`config.mk`:
```
export PLATFORM = sky130hd
export DESIGN_NAME = qjm_dly
export DESIGN_NICKNAME = d
export VERILOG_FILES = /design/src/hw/rtl/qjm_dly.sv
export SDC_FILE = /design/constraint.sdc
export NUM_CORES = 1
export LEC_CHECK = 0
export BUFFER_PORTS_ARGS = -buffer_cell sky130_fd_sc_hd__buf_4
export CAP_MARGIN = 10
export CORE_MARGIN = 3
export CORE_UTILIZATION = 23
export CTS_CLUSTER_DIAMETER = 100
export DETAILED_ROUTE_END_ITERATION = 12
export MAX_ROUTING_LAYER = met4
export PLACE_DENSITY = 0.53
export SKIP_LAST_GASP = 1
export SYNTH_ARGS = -nofsm -noshare
export SYNTH_HDL_FRONTEND = slang
export SYNTH_SLANG_ARGS = --single-unit
```
`constraint.sdc`:
```
create_clock -name clock -period 0.8 [get_ports clock]
set_input_delay 0.04 -clock clock [delete_from_list [all_inputs] [get_ports clock]]
set_output_delay 0.04 -clock clock [all_outputs]
set_load 0.02 [all_outputs]
```
`src/hw/rtl/qjm_dly.sv`:
```
`timescale 1ns / 1ps
module qjm_dly #(
   parameter int WIDTH = 8,
   parameter int DEPTH = 2
) (
   input  logic             clock,
   input  logic             en,
   input  logic [WIDTH-1:0] din,
   output logic [WIDTH-1:0] dout
);

   logic [WIDTH-1:0] pipe_ff [DEPTH];

   // advance the whole line together with the pipeline
   always_ff @(posedge clock) begin
      if (en) begin
         pipe_ff[0] <= din;
         for (int i = 1; i < DEPTH; i++) begin
            pipe_ff[i] <= pipe_ff[i-1];
         end
      end
   end

   assign dout = pipe_ff[DEPTH-1];

endmodule

```
After elaboration in Yosys (flattened, before gate mapping)
Memories as Yosys holds them, arrays and structs flattened. Index checks and enable logic that the tools add are counted. Widths: inputs -> output; s select.

Flip-flop bits (word level): 0. RAM bits: 16. Input bits: 10. Logic and storage cells: 3. Memories kept: 1.

Multiplexer cells: 2.

Memory list: pipe_ff (depth 2, bits a word 8, rd ports 2, clocked after memory_dff 0, wr ports 2, line 12) `logic [WIDTH-1:0] pipe_ff [DEPTH];`.

Operators by type and width (number): $mux 1 (2).

Logic depth before layout (Yosys ltp)
Depth after elaboration: 2. Depth in mapped cells: 1. Gate-level depth less buffers: 0.

Worst setup path before layout
OpenSTA, ideal clock, no wires.

Path kind: register to register. Start point: memory pipe_ff[0][2]. End point: memory pipe_ff[1][2] (netlist: pipe_ff[0][10]), data pin. Setup time: 266 ps. Data arrival time: 323 ps. Data required time: 534 ps. Slack: 211 ps. Cell stages (with the launch flop): 1. Path buffers: 0. Clock period less this slack: 589 ps. Path through: edfxtp_1.

RTL lines (line): start: declaration (12).

==> reports/results.md <==
## Status
- complete, but fails checks — result of the run
- setup timing — failing checks

## Floorplanning
- 18 — Top Ports
- 16 — total number of placement rows
- 2080 sq um — Std-Cell Core Area
- 26.0% — Initial Utilization
- 2970 sq um — floorplan die area
- 54.5 microns — horizontal die dimension
- 54.5 microns — Vert. Die Dim

## Drt
- 241 — DR vias
- 0 — remaining antenna violation count
- 682 microns — wire length reported by the detailed router
- 3 — iteration-0 DRC count of the detailed router
- 0 — DRC violations left
- 3 — Detailed Routing Iterations Pass 1
- 9.47 microns — routed length per instance
- 3.35 — average via count per standard cell

## Global routing
- 2.45% — global-route met3 utilization
- 17 — pin count of the biggest net entering global routing
- 0 — number of antenna violations at the first check in global routing
- 5.34% — GR Util met1
- met2 — global-route layer with the greatest usage
- 8.37% — met2 demand-to-capacity share in global routing
- 249 — via count of the first global-routing pass
- 1030 microns — global-route wire length before repair
- 5.56% — all-layer global routing usage
- 0 — total overflow reported by the global router

## Synthesis
- sky130_fd_sc_hd__edfxtp_1 (16), sky130_fd_sc_hd__buf_4 (8) — leading cell types by count after synthesis
- sky130_fd_sc_hd__edfxtp_1 — area leader, netlist
- 16 — count of state elements after synthesis
- sky130_fd_sc_hd__edfxtp_1 — most used flip-flop cell after synthesis
- 88.9% — register area share after synthesis
- 16 — count of flip-flops with a built-in enable after synthesis
- 34 — post-synth net total
- sky130_fd_sc_hd__edfxtp_1 (89%), sky130_fd_sc_hd__buf_4 (11%) — top cells by area in the synthesized netlist
- 2 — Yosys cell types
- 22.5 sq um — average size of a mapped cell
- 88.9% — area fraction of the dominant cell type after synthesis
- sky130_fd_sc_hd__edfxtp_1 — library cell with the highest instance count after synthesis
- 541 sq um — area of the mapped netlist
- 0% — share of synthesized flip-flops with an asynchronous set or reset
- 24 — post-synthesis cell count
- 0 — count of yosys warnings during synthesis

## STA
- -43.5 ps — smallest setup slack after layout
- 3.74 ps — Setup Skew
- 844 ps — shortest period the worst path allows
- yes — RSZ-0062 raised after global routing
- 194 ps — transition time at the pin with the least slew margin
- 87.1% — max_slew headroom
- 8 — total setup violations reported at the end of the flow
- 126 ps — worst hold margin
- 105% — fin crit share
- -327 ps — Total Neg Setup Slack
- 0 — endpoints failing hold
- 0 — Slew Limit Fails
- 1.19 GHz — Max Clk Rate

## Run
- 0 — max-capacitance violation count

## Pwr
- 25.8% — clock share of power
- 0.297 nW — leakage power figure
- 10.5% — fraction of power consumed by combinational cells
- 0.00159 W — Total Power
- 19.7% — switching share of total power
- 63.7% — portion of total power attributed to sequential cells
- 0.00127 W — internal power
- 0.000314 W — power dissipated by switching net loads
- 676 uV — peak supply drop
- 2040 nW/um^2 — total power divided by cell area

## Layout
- 213 — number of fill cells in the layout
- 0 sq um — total area of multi-input combinational cells
- 56 — layout net count
- 16 — max reg flops
- 44.0% — layout overhead on the synthesized area
- 0 — Antenna diodes
- pipe_ff: 16 flops — largest registers ranked by flip-flop count
- 44.4% — share of final-layout standard cells stronger than drive strength 1
- pipe_ff — top register by number of flip-flops
- 0 — multi-input combinational cell count

## Critical path
- reg -> out — Crit Path Category
- 390 ps — stage delay of the slowest cell on the critical path
- buf_6 — cell-by-cell listing of the critical path
- 1 — maximum fanout along the worst path
- flop — crit start category
- sky130_fd_sc_hd__edfxtp_1 — slowest cell on the critical path
- 760 ps — required time at the worst-slack endpoint
- flip-flops — category of cells accounting for the largest share of critical-path delay
- output pin — element type at the critical path end
- 1 — WP buf/inv
- 800 ps — arrival time at the worst endpoint

## Clock tree
- 2 — Clock Path Buffers
- 270 ps — Clk Latency, worst-skew pair
- sky130_fd_sc_hd__clkbuf_4 — root cell of the clock tree
- 0 — post-CTS setup buffer count
- 90 ps — Clk pin slew, worst setup/hold paths
- 1 — H-tree levels
- yes — CTS tree
- 3 — TritonCTS Buffers
- 16 — Clock Sinks

## Worst hold path
- in -> reg — type of the most critical hold path

## Placed design
- 0.559 — Final Wtd Congestion
- 17 — count of input and output buffers

[through the flow]
step | instances | utilization (%) | setup WS [ps] | cell area (sq um)
2_1_floorplan | 24 | - | 211 | 541
3_3_place_gp | 60 | 30.8 | 207 | 642
3_5_place_dp | 60 | 30.8 | 181 | 642
4_1_cts | 72 | 37.4 | -64.3 | 778
5_1_grt | 72 | 37.4 | -89.5 | 778
6_report | 72 | 37.4 | -43.5 | 778
[final timing paths]
kind              slack, ps  depth (start not counted)             end      startpoint
hold reg to reg         430                          0  pipe_ff[0][13]   pipe_ff[0][5]
setup / recovery        -40                          1         dout[4]  pipe_ff[0][12]
hold / removal          130                          1  pipe_ff[0][13]              en
setup reg to reg        180                          0   pipe_ff[0][9]   pipe_ff[0][1]
[repair_timing]
item,4_1_cts,5_1_grt
hold buffers,8,0
resized for setup,8,0
endpoints found under the setup margin,8,8
hold endpoints to repair,8,0
[cell type report]
type / count / area, sq um / share of cell area, %
repair buffers: 25 / 238 / 30.5
well taps: 27 / 33.8 / 4.34
flip-flops and latches: 16 / 480 / 61.7
clock buffers: 3 / 22.5 / 2.89
clock inverters: 1 / 3.75 / 0.482
[power groups by stage]
stage	Combinational (W)	Clock, W	Sequential [W]
global route	0.000178	0.000458	0.00102
floorplan	0.0000723	0	0.00102
finish	0.000167	0.000409	0.00101
detailed placement	0.000123	0	0.00103
CTS	0.000169	0.000433	0.00101
global placement	0.000121	0	0.00102
[per-layer routing]
metal / routed length [microns] / up-vias
met1: 250 / 107
met4: 8 / 0
met5: 0 / -
met3: 74 / 2
met2: 349 / 10
li1: - / 122
[logic make-up (layout without fill, tap and decap cells)]
family   after synthesis  count (layout)  synth area share (%)
buf+inv                8              29                  11.1
flops                 16              16                  88.9
[cells in the final DEF (no fill, tap or decap), drive strengths merged]
cell	Yosys	layout
edfxtp	16	16
clkinv	0	1
clkbuf	0	3
dlygate4sd3	0	8
buf	8	17
Note: power is estimated with default switching activity, not from simulation.
